**config.mk**
```make
export PLATFORM = sky130hd
export DESIGN_NAME = query_param_extract_url_decode
export DESIGN_NICKNAME = d
export VERILOG_FILES = /design/src/design/qpx_pkg.sv /design/src/design/qpx_front.sv /design/src/design/qpx_queue.sv /design/src/design/qpx_back.sv /design/src/design/query_param_extract_url_decode.sv
export SDC_FILE = /design/constraint.sdc
export NUM_CORES = 1
export LEC_CHECK = 0
export BUFFER_PORTS_ARGS = -buffer_cell sky130_fd_sc_hd__buf_2
export CAP_MARGIN = 20
export CORE_MARGIN = 1
export CORE_UTILIZATION = 35
export CTS_CLUSTER_SIZE = 20
export DETAILED_ROUTE_END_ITERATION = 8
export GPL_TIMING_DRIVEN = 0
export MAX_ROUTING_LAYER = met4
export SLEW_MARGIN = 30
export SYNTH_ARGS = -nofsm -noshare
export SYNTH_HDL_FRONTEND = slang
export SYNTH_SLANG_ARGS = --single-unit
```
**constraint.sdc**
```tcl
create_clock -name clk -period 16.65 [get_ports clk]
set_clock_uncertainty 0.05 [all_clocks]
set_input_delay 0.8325 -clock clk [delete_from_list [all_inputs] [get_ports clk]]
set_output_delay 0.8325 -clock clk [all_outputs]
set_load 0.005 [all_outputs]
```
**src/design/qpx_pkg.sv**
```systemverilog
// Shared types and constants for the query parameter extractor.
// Used by the front end, the bundle queue, the back end and the top level.
// No dependencies.
`default_nettype none

package qpx_pkg;

	localparam int KEY_BYTES_DEF    = 8;
	localparam int MAX_CAPACITY_DEF = 4096;
	localparam int QUEUE_DEPTH_DEF  = 4;

	// Register indexes on the configuration port.
	localparam logic [1:0] REG_KEY_TEXT  = 2'd0;
	localparam logic [1:0] REG_KEY_LEN   = 2'd1;
	localparam logic [1:0] REG_VALUE_CAP = 2'd2;

	localparam logic [7:0] CH_PERCENT = 8'h25;
	localparam logic [7:0] CH_PLUS    = 8'h2B;
	localparam logic [7:0] CH_AMP     = 8'h26;
	localparam logic [7:0] CH_EQUAL   = 8'h3D;
	localparam logic [7:0] CH_SPACE   = 8'h20;

	// Result items caused by one query byte. Items are taken in order from
	// index 0; when stat is set, the last item is the status item.
	typedef struct packed {
		logic [2:0][7:0] bytes;
		logic [1:0]      n;
		logic            stat;
		logic            sfound;
	} qpx_entry_t;

endpackage

`default_nettype wire

```
**src/design/qpx_front.sv**
```systemverilog
// Front end: holds the configuration registers and the parser state, and
// turns each query byte into a bundle of up to three result items.
// Depends on qpx_pkg.
`default_nettype none

module qpx_front
	import qpx_pkg::*;
#(
	parameter int KEY_BYTES    = KEY_BYTES_DEF,
	parameter int MAX_CAPACITY = MAX_CAPACITY_DEF
) (
	input  wire logic        clk,
	input  wire logic        arst_n,
	input  wire logic        cfg_we,
	input  wire logic [1:0]  cfg_index,
	input  wire logic [63:0] cfg_data,
	input  wire logic        in_valid,
	input  wire logic [7:0]  in_byte,
	input  wire logic        q_full,
	output logic             push,
	output qpx_entry_t       push_entry
);

	localparam int CW = (MAX_CAPACITY > 1) ? $clog2(MAX_CAPACITY) : 1;
	localparam int LW = (CW + 1 > 13) ? CW + 1 : 13;

	typedef enum logic [5:0] {
		PH_MATCH = 6'b000001,
		PH_SKIP  = 6'b000010,
		PH_VALUE = 6'b000100,
		PH_PCT   = 6'b001000,
		PH_PCT1  = 6'b010000,
		PH_DONE  = 6'b100000
	} phase_t;

	typedef struct packed {
		logic       done;
		logic       pct;
		logic [7:0] data;
	} vb_t;

	function automatic logic is_hex(input logic [7:0] c);
		return (c >= 8'h30 && c <= 8'h39) || (c >= 8'h61 && c <= 8'h66) ||
			(c >= 8'h41 && c <= 8'h46);
	endfunction

	function automatic logic [3:0] hex_val(input logic [7:0] c);
		logic [7:0] v;
		if (c <= 8'h39) v = c - 8'h30;
		else if (c >= 8'h61) v = c - 8'h57;
		else v = c - 8'h37;
		return v[3:0];
	endfunction

	// Ordinary value byte: '&' or a full buffer ends the value.
	function automatic vb_t value_byte(input logic [7:0] c, input logic full);
		vb_t r;
		r.done = (c == CH_AMP) || full;
		r.pct  = (c == CH_PERCENT);
		r.data = (c == CH_PLUS) ? CH_SPACE : c;
		return r;
	endfunction

	logic [63:0] key_text_q;
	logic [3:0]  key_len_q;
	logic [12:0] value_cap_q;

	phase_t      phase_q;
	logic [3:0]  kpos_q;
	logic [7:0]  held_q;
	logic [CW-1:0] cnt_q;
	logic        found_q;

	logic [LW-1:0] cap_w;
	logic [CW-1:0] limit;
	logic [3:0]    klen;
	logic          accept;

	phase_t        ph;
	logic [3:0]    kp;
	logic [7:0]    held;
	logic [CW-1:0] cnt;
	logic          fnd;
	logic          pending;
	vb_t           vb;
	qpx_entry_t    ent;

	always_ff @(posedge clk or negedge arst_n) begin
		if (!arst_n) begin
			key_text_q  <= '0;
			key_len_q   <= '0;
			value_cap_q <= 13'd64;
		end else if (cfg_we) begin
			unique case (cfg_index)
				REG_KEY_TEXT:  key_text_q  <= cfg_data;
				REG_KEY_LEN:   key_len_q   <= cfg_data[3:0];
				REG_VALUE_CAP: value_cap_q <= cfg_data[12:0];
				default: ;
			endcase
		end
	end

	always_comb begin
		cap_w = LW'(value_cap_q);
		if (cap_w == '0) cap_w = LW'(1);
		if (cap_w > LW'(MAX_CAPACITY)) cap_w = LW'(MAX_CAPACITY);
		limit = CW'(cap_w - LW'(1));
		klen  = (key_len_q > 4'(KEY_BYTES)) ? 4'(KEY_BYTES) : key_len_q;
	end

	always_comb begin
		ph      = phase_q;
		kp      = kpos_q;
		held    = held_q;
		cnt     = cnt_q;
		fnd     = found_q;
		pending = 1'b1;
		vb      = '0;
		ent     = '0;

		if (phase_q == PH_PCT) begin
			if (in_byte != 8'h00 && is_hex(in_byte)) begin
				held    = in_byte;
				ph      = PH_PCT1;
				pending = 1'b0;
			end else begin
				if (cnt < limit) begin
					ent.bytes[ent.n] = CH_PERCENT;
					ent.n = ent.n + 2'd1;
					cnt   = cnt + CW'(1);
				end
				ph = PH_VALUE;
			end
		end else if (phase_q == PH_PCT1) begin
			if (in_byte != 8'h00 && is_hex(in_byte) && is_hex(held_q)) begin
				if (cnt < limit) begin
					ent.bytes[ent.n] = {hex_val(held_q), hex_val(in_byte)};
					ent.n = ent.n + 2'd1;
					cnt   = cnt + CW'(1);
				end
				ph      = PH_VALUE;
				pending = 1'b0;
			end else begin
				// Lone percent: emit it, then replay the held digit as a value byte.
				if (cnt < limit) begin
					ent.bytes[ent.n] = CH_PERCENT;
					ent.n = ent.n + 2'd1;
					cnt   = cnt + CW'(1);
				end
				ph = PH_VALUE;
				vb = value_byte(held_q, cnt >= limit);
				if (vb.done) ph = PH_DONE;
				else if (vb.pct) ph = PH_PCT;
				else if (cnt < limit) begin
					ent.bytes[ent.n] = vb.data;
					ent.n = ent.n + 2'd1;
					cnt   = cnt + CW'(1);
				end
			end
			held = 8'h00;
		end

		if (pending) begin
			if (in_byte == 8'h00) begin
				ent.stat   = 1'b1;
				ent.sfound = fnd;
				ent.n      = ent.n + 2'd1;
				ph   = PH_MATCH;
				kp   = '0;
				held = '0;
				cnt  = '0;
				fnd  = 1'b0;
			end else if (ph == PH_MATCH) begin
				if (in_byte == CH_AMP) begin
					kp = '0;
				end else if (kp < klen) begin
					if (in_byte == key_text_q[{kp[2:0], 3'b000} +: 8]) kp = kp + 4'd1;
					else ph = PH_SKIP;
				end else if (in_byte == CH_EQUAL) begin
					fnd = 1'b1;
					cnt = '0;
					ph  = PH_VALUE;
				end else begin
					ph = PH_SKIP;
				end
			end else if (ph == PH_SKIP) begin
				if (in_byte == CH_AMP) begin
					kp = '0;
					ph = PH_MATCH;
				end
			end else if (ph == PH_VALUE) begin
				vb = value_byte(in_byte, cnt >= limit);
				if (vb.done) ph = PH_DONE;
				else if (vb.pct) ph = PH_PCT;
				else if (cnt < limit) begin
					ent.bytes[ent.n] = vb.data;
					ent.n = ent.n + 2'd1;
					cnt   = cnt + CW'(1);
				end
			end
		end
	end

	assign accept     = in_valid && !q_full;
	assign push       = accept && (ent.n != 2'd0);
	assign push_entry = ent;

	always_ff @(posedge clk or negedge arst_n) begin
		if (!arst_n) begin
			phase_q <= PH_MATCH;
			kpos_q  <= '0;
			held_q  <= '0;
			cnt_q   <= '0;
			found_q <= 1'b0;
		end else if (accept) begin
			phase_q <= ph;
			kpos_q  <= kp;
			held_q  <= held;
			cnt_q   <= cnt;
			found_q <= fnd;
		end
	end

	property p_held_digit_in_pct1;
		@(posedge clk) disable iff (!arst_n) (phase_q == PH_PCT1) |-> is_hex(held_q);
	endproperty
	a_held_digit_in_pct1: assert property (p_held_digit_in_pct1)
		else $error("second percent digit expected without a held hex digit");

	property p_count_in_limit;
		@(posedge clk) disable iff (!arst_n) (cnt_q != '0) |-> (cnt_q <= limit);
	endproperty
	a_count_in_limit: assert property (p_count_in_limit)
		else $error("emitted count beyond the value limit");

	property p_end_clears;
		@(posedge clk) disable iff (!arst_n)
			(accept && in_byte == 8'h00) |=> (phase_q == PH_MATCH && !found_q && cnt_q == '0);
	endproperty
	a_end_clears: assert property (p_end_clears)
		else $error("state not cleared after end of query");

endmodule

`default_nettype wire

```
**src/design/qpx_queue.sv**
```systemverilog
// Short bundle queue between the front end and the back end.
// Flip-flop storage, one write and one head read per cycle. Depends on qpx_pkg.
`default_nettype none

module qpx_queue
	import qpx_pkg::*;
#(
	parameter int DEPTH = QUEUE_DEPTH_DEF
) (
	input  wire logic        clk,
	input  wire logic        arst_n,
	input  wire logic        push,
	input  wire qpx_entry_t  push_entry,
	input  wire logic        pop,
	output logic             full,
	output logic             empty,
	output qpx_entry_t       head
);

	localparam int AW = (DEPTH > 1) ? $clog2(DEPTH) : 1;
	localparam int CNTW = $clog2(DEPTH + 1);

	qpx_entry_t      store_q [DEPTH];
	logic [AW-1:0]   wr_q;
	logic [AW-1:0]   rd_q;
	logic [CNTW-1:0] count_q;

	assign full  = (count_q == CNTW'(DEPTH));
	assign empty = (count_q == '0);
	assign head  = store_q[rd_q];

	always_ff @(posedge clk) begin
		if (push) store_q[wr_q] <= push_entry;
	end

	always_ff @(posedge clk or negedge arst_n) begin
		if (!arst_n) begin
			wr_q    <= '0;
			rd_q    <= '0;
			count_q <= '0;
		end else begin
			if (push) wr_q <= (wr_q == AW'(DEPTH - 1)) ? '0 : wr_q + AW'(1);
			if (pop) rd_q <= (rd_q == AW'(DEPTH - 1)) ? '0 : rd_q + AW'(1);
			if (push && !pop) count_q <= count_q + CNTW'(1);
			else if (pop && !push) count_q <= count_q - CNTW'(1);
		end
	end

	property p_no_overflow;
		@(posedge clk) disable iff (!arst_n) full |-> !push;
	endproperty
	a_no_overflow: assert property (p_no_overflow)
		else $error("push into a full queue");

	property p_no_underflow;
		@(posedge clk) disable iff (!arst_n) empty |-> !pop;
	endproperty
	a_no_underflow: assert property (p_no_underflow)
		else $error("pop from an empty queue");

	property p_count_bound;
		@(posedge clk) disable iff (!arst_n) count_q <= CNTW'(DEPTH);
	endproperty
	a_count_bound: assert property (p_count_bound)
		else $error("queue count beyond depth");

endmodule

`default_nettype wire

```
**src/design/qpx_back.sv**
```systemverilog
// Back end: walks the items of the head bundle and presents one per cycle
// on the output stream while m_tready is high. Depends on qpx_pkg.
`default_nettype none

module qpx_back
	import qpx_pkg::*;
(
	input  wire logic        clk,
	input  wire logic        arst_n,
	input  wire logic        q_empty,
	input  wire qpx_entry_t  head,
	output logic             pop,
	output logic             m_tvalid,
	input  wire logic        m_tready,
	output logic [7:0]       m_tdata,
	output logic             m_tlast,
	output logic [1:0]       m_tuser
);

	logic [1:0] idx_q;
	logic       last_item;
	logic       is_stat;

	assign m_tvalid  = !q_empty;
	assign last_item = (idx_q == head.n - 2'd1);
	assign is_stat   = head.stat && last_item;
	assign m_tdata   = is_stat ? 8'h00 : head.bytes[idx_q];
	assign m_tlast   = last_item;
	assign m_tuser   = {is_stat ? head.sfound : 1'b1, is_stat};
	assign pop       = m_tvalid && m_tready && last_item;

	always_ff @(posedge clk or negedge arst_n) begin
		if (!arst_n) begin
			idx_q <= '0;
		end else if (m_tvalid && m_tready) begin
			idx_q <= last_item ? 2'd0 : idx_q + 2'd1;
		end
	end

	property p_bundle_nonempty;
		@(posedge clk) disable iff (!arst_n) m_tvalid |-> (head.n != 2'd0);
	endproperty
	a_bundle_nonempty: assert property (p_bundle_nonempty)
		else $error("empty bundle at the queue head");

	property p_index_in_bundle;
		@(posedge clk) disable iff (!arst_n) m_tvalid |-> (idx_q < head.n);
	endproperty
	a_index_in_bundle: assert property (p_index_in_bundle)
		else $error("item index beyond the bundle");

	property p_status_is_last;
		@(posedge clk) disable iff (!arst_n) (m_tvalid && m_tuser[0]) |-> m_tlast;
	endproperty
	a_status_is_last: assert property (p_status_is_last)
		else $error("status item not marked last");

endmodule

`default_nettype wire

```
**src/design/query_param_extract_url_decode.sv**
```systemverilog
// Query string parameter extractor with percent decoding.
// The slave stream takes one query byte per transaction; a zero byte ends
// the query. For the first pair whose name equals the configured key, the
// decoded value bytes leave on the master stream, followed at the end of the
// query by a status transaction (tuser[0] set) that carries the found flag.
// tlast marks the final result of each input byte.
// Throughput: one input byte per cycle while the output keeps up; a byte that
// yields k results (at most three, after a lone percent) occupies the output
// for k transactions. The four-entry bundle queue between front end and
// back end absorbs such bursts and output stalls; s_tready falls only when
// it is full. Each result is registered in the bundle queue on its way out.
// Reset clears the parser state and the queue and loads the register reset
// values (empty key, capacity 64). Configuration writes take effect at once
// and are meant for idle periods. There is no clearing pass.
// Depends on qpx_pkg, qpx_front, qpx_queue and qpx_back.
`default_nettype none

module query_param_extract_url_decode
	import qpx_pkg::*;
#(
	parameter int KEY_BYTES    = KEY_BYTES_DEF,
	parameter int MAX_CAPACITY = MAX_CAPACITY_DEF,
	parameter int QUEUE_DEPTH  = QUEUE_DEPTH_DEF
) (
	input  wire logic        clk,
	input  wire logic        arst_n,
	input  wire logic        cfg_we,
	input  wire logic [1:0]  cfg_index,
	input  wire logic [63:0] cfg_data,
	input  wire logic        s_tvalid,
	output logic             s_tready,
	input  wire logic [7:0]  s_tdata,   // [7:0] query_byte
	output logic             m_tvalid,
	input  wire logic        m_tready,
	output logic [7:0]       m_tdata,   // [7:0] out_byte
	output logic             m_tlast,
	output logic [1:0]       m_tuser    // [0] is_status, [1] found
);

	logic       q_full;
	logic       q_empty;
	logic       push;
	logic       pop;
	qpx_entry_t push_entry;
	qpx_entry_t head;

	assign s_tready = !q_full;

	qpx_front #(
		.KEY_BYTES   (KEY_BYTES),
		.MAX_CAPACITY(MAX_CAPACITY)
	) u_front (
		.clk       (clk),
		.arst_n    (arst_n),
		.cfg_we    (cfg_we),
		.cfg_index (cfg_index),
		.cfg_data  (cfg_data),
		.in_valid  (s_tvalid),
		.in_byte   (s_tdata),
		.q_full    (q_full),
		.push      (push),
		.push_entry(push_entry)
	);

	qpx_queue #(
		.DEPTH(QUEUE_DEPTH)
	) u_queue (
		.clk       (clk),
		.arst_n    (arst_n),
		.push      (push),
		.push_entry(push_entry),
		.pop       (pop),
		.full      (q_full),
		.empty     (q_empty),
		.head      (head)
	);

	qpx_back u_back (
		.clk     (clk),
		.arst_n  (arst_n),
		.q_empty (q_empty),
		.head    (head),
		.pop     (pop),
		.m_tvalid(m_tvalid),
		.m_tready(m_tready),
		.m_tdata (m_tdata),
		.m_tlast (m_tlast),
		.m_tuser (m_tuser)
	);

endmodule

`default_nettype wire
```
==> run_results.csv <==
group,metric,value,unit
timing,tns,0,ps
floorplan,fp.coreArea,39100,um^2
global_routing,grt_start_max_net_pins,83,
route,postRouteWirelength,38400,um
clocking,cts_resized,0,
status,status,"finished, final reports clean",
worst_setup_path,slowest_stage,"nor4_1",
timing,tightestPinTransition,903,ps
worst_hold_path,min_path_type,"input pin to async pin",
synthesis,synth.cell_area,14000,um^2
timing,drv_slew,0,
route,via_per_inst,5.59,
synthesis,syn_avg_cell_area,11.3,um^2
timing,finalHoldViolCount,0,
synthesis,synth_cell_types,100,
timing,fin_crit_sh,82.7,%
power_and_ir_drop,total_leakage_power,6.13,nW
cells_and_area,num-nets-final,1495,
synthesis,yosys_warnings,0,
placed_design,portBuffers,87,
floorplan,pin_count,92,
worst_setup_path,rr_startpoint,"u_front.value_cap_q[5]$_DFFE_PN0P_",
worst_setup_path,cp_slowest_stage_delay,600,ps
global_routing,grt_pass1_wl,61100,um
placed_design,place_ws,3370,ps
synthesis,synth-seq-area-share,45.7,%
run,drv_cap,0,
clocking,post_cts_buffers,0,
timing,rsz0062_at_grt,"false",
worst_setup_path,end_kind,"flop",
synthesis,synth_edf_count,112,
power_and_ir_drop,ir_drop,0.0817,mV
cells_and_area,layout-drive-gt1-share,23.3,%
clocking,numCtsBuffers,25,
clocking,clk_pin_slew,60,ps
worst_setup_path,r2r-end,"u_queue.count_q[2]$_DFFE_PN0P_",
timing,worst_slack,2890,ps
synthesis,synth_top_area_share,24.0,%
cells_and_area,final_cell_mix,"119 x dfrtp_1, 112 x edfxtp_1, 102 x nor2_1, 98 x nand2_1, 92 x buf_2",
synthesis,synth-main-ff-cell,"dfrtp_1",
synthesis,yosys.area.top_type,"edfxtp_1",
timing,finalSetupViolations,0,
clocking,clock_latency,550,ps
worst_setup_path,arrival,14170,ps
clocking,cts_max_path_buffers,3,
route,vias,10600,
synthesis,postSynth.asyncResetShare,51.9,%
cells_and_area,area_growth,14.5,%
synthesis,synthTopCellsByArea,"edfxtp_1 24%, dfrtp_1 21%, mux4_2 7.1%",
route,drc,0,
clocking,cts_tree,"yes",
worst_setup_path,cp.required,17060,ps
global_routing,gr-total-overflow,0,
worst_setup_path,reg2reg_slack,2890,ps
floorplan,initial_utilization,35.8,%
floorplan,chipWidth,202,um
placed_design,dp_hpwl,29400,um
clocking,clock_sinks,233,
worst_setup_path,crit_type,"flop to flop",
power_and_ir_drop,power_density,143,nW/um^2
timing,fmax,72.7,MHz
synthesis,synth_cells,1241,
global_routing,grt_pass1_vias,10700,
clocking,clock_tree.root_cell,"clkbuf_16",
timing,min_period,13760,ps
cells_and_area,final_common_cell,"dfrtp_1",
route,ant_nets,0,
worst_setup_path,r2r_cells,48,
synthesis,ys_ff_latch,233,
route,drt-wirelength-per-cell,20.3,um
global_routing,antenna_found_initial,1,
timing,timing.slew.headroom,39.6,%
clocking,cts_hold_buf,0,
cells_and_area,fill_cells,3831,
route,drt-initial-drc-count,920,
placed_design,gp_congestion,0.903,
synthesis,syn_nets,1376,
floorplan,rows,72,
worst_setup_path,worst_setup_path_start_kind,"flop",
clocking,htree_levels,1,
route,drt-pass1-iter-count,5,
worst_setup_path,cp_max_fo,10,
floorplan,dieArea,40800,um^2
global_routing,gr-usage-all-layers,19.6,%
floorplan,die_h,202,um
cells_and_area,finish.utilization,41.0,%
worst max path at each step:
stage                                             from                               end  cells after the start
finish              u_front.value_cap_q[5]$_DFFE_PN0P_    u_queue.count_q[2]$_DFFE_PN0P_                     48
global placement    u_front.value_cap_q[5]$_DFFE_PN0P_  u_queue.store_q[3][10]$_DFFE_PP_                     43
detailed placement  u_front.value_cap_q[5]$_DFFE_PN0P_    u_queue.count_q[2]$_DFFE_PN0P_                     48
CTS                 u_front.value_cap_q[5]$_DFFE_PN0P_    u_queue.count_q[2]$_DFFE_PN0P_                     48
floorplan           u_front.value_cap_q[5]$_DFFE_PN0P_   u_queue.store_q[3][0]$_DFFE_PP_                     46
global route        u_front.value_cap_q[5]$_DFFE_PN0P_    u_queue.count_q[2]$_DFFE_PN0P_                     48
Yosys cell counts (all sizes together), types with 12 or more instances:
cell    number
xnor2       30
clkbuf      51
and3        16
edfxtp     112
nor3        23
and2        21
mux2i       30
a31oi       17
a21oi       63
buf         18
inv         36
mux2        88
nor4        15
mux4        44
dfrtp      119
a21o        12
nand3       38
nand2       99
o21ai       60
ha          55
nor2       103
critical path, delay by kind of cell, from the launching register on:
kind            cells  cell delay (ps)
compound gates     22             6690
simple gates       11             2800
fa+ha+maj           6             1930
buf+inv             5              690
xor+xnor            3              670
flops               1              470
mux                 1              330
metal layers:
metal  global-route usage (%)  share of wire, %  up-vias
li1                         -                 -     4940
met1                     26.5                45     5244
met2                     30.4                46      359
met3                     3.77               7.1       63
met4                     4.25               2.0        0
met5                        -                 0        -
power by group:
group          total, mW  switching [mW]  leakage (nW)  internal (mW)
sequential         0.769          0.0657          2.50          0.703
combinational      0.978           0.582          3.24          0.396
clock              0.552           0.228         0.391          0.324
stage by stage:
stage               area (um^2)  cells  power (mW)  hold slack (ps)
floorplan                 14000   1241        1.46              405
global placement          15100   1846        1.73              421
detailed placement        15200   1851        1.75              430
CTS                       16000   1896        2.31              116
global route              16000   1897        2.44              138
finish                    16000   1897        2.30              116
layout make-up:
class                           instances  area, um^2  area share (%)
Antenna cell                            1        2.50          0.0156
Buffer                                 69         285            1.78
Clock buffer                           38         704            4.39
Clock inverter                          7         103           0.640
Inverter                               37         141           0.882
Multi-Input combinational cell        902        7200            44.9
Sequential cell                       233        6390            39.9
Tap cell                              518         648            4.04
Timing Repair Buffer                   92         561            3.50
registers in the layout, indices dropped and copies added, names as in the netlist:
signal / count
u_queue.store_q: 112
u_front.key_text_q: 64
u_front.value_cap_q: 13
u_front.cnt_q: 12
u_front.held_q: 8
u_front.phase_q: 6
u_front.key_len_q: 4
u_front.kpos_q: 4
u_queue.count_q: 3
u_back.idx_q: 2
u_queue.rd_q: 2
u_queue.wr_q: 2
u_front.found_q: 1
kinds of logic (layout without fill, tap and decap cells):
logic type                 count (synthesis)  count (layout)  synth area share [%]
buffers and inverters                    106             243                  3.03
and+or+nand+nor                          383             383                  13.8
xor gates and xnor gates                  40              40                  2.64
DFF                                      233             233                  45.7
other                                      0               1                     0
muxes                                    162             162                  16.5
adders and majority gates                 57              57                  5.13
AOI/OAI and AO/OA                        260             260                  13.3
No activity file was read; power rests on OpenSTA's default activity.
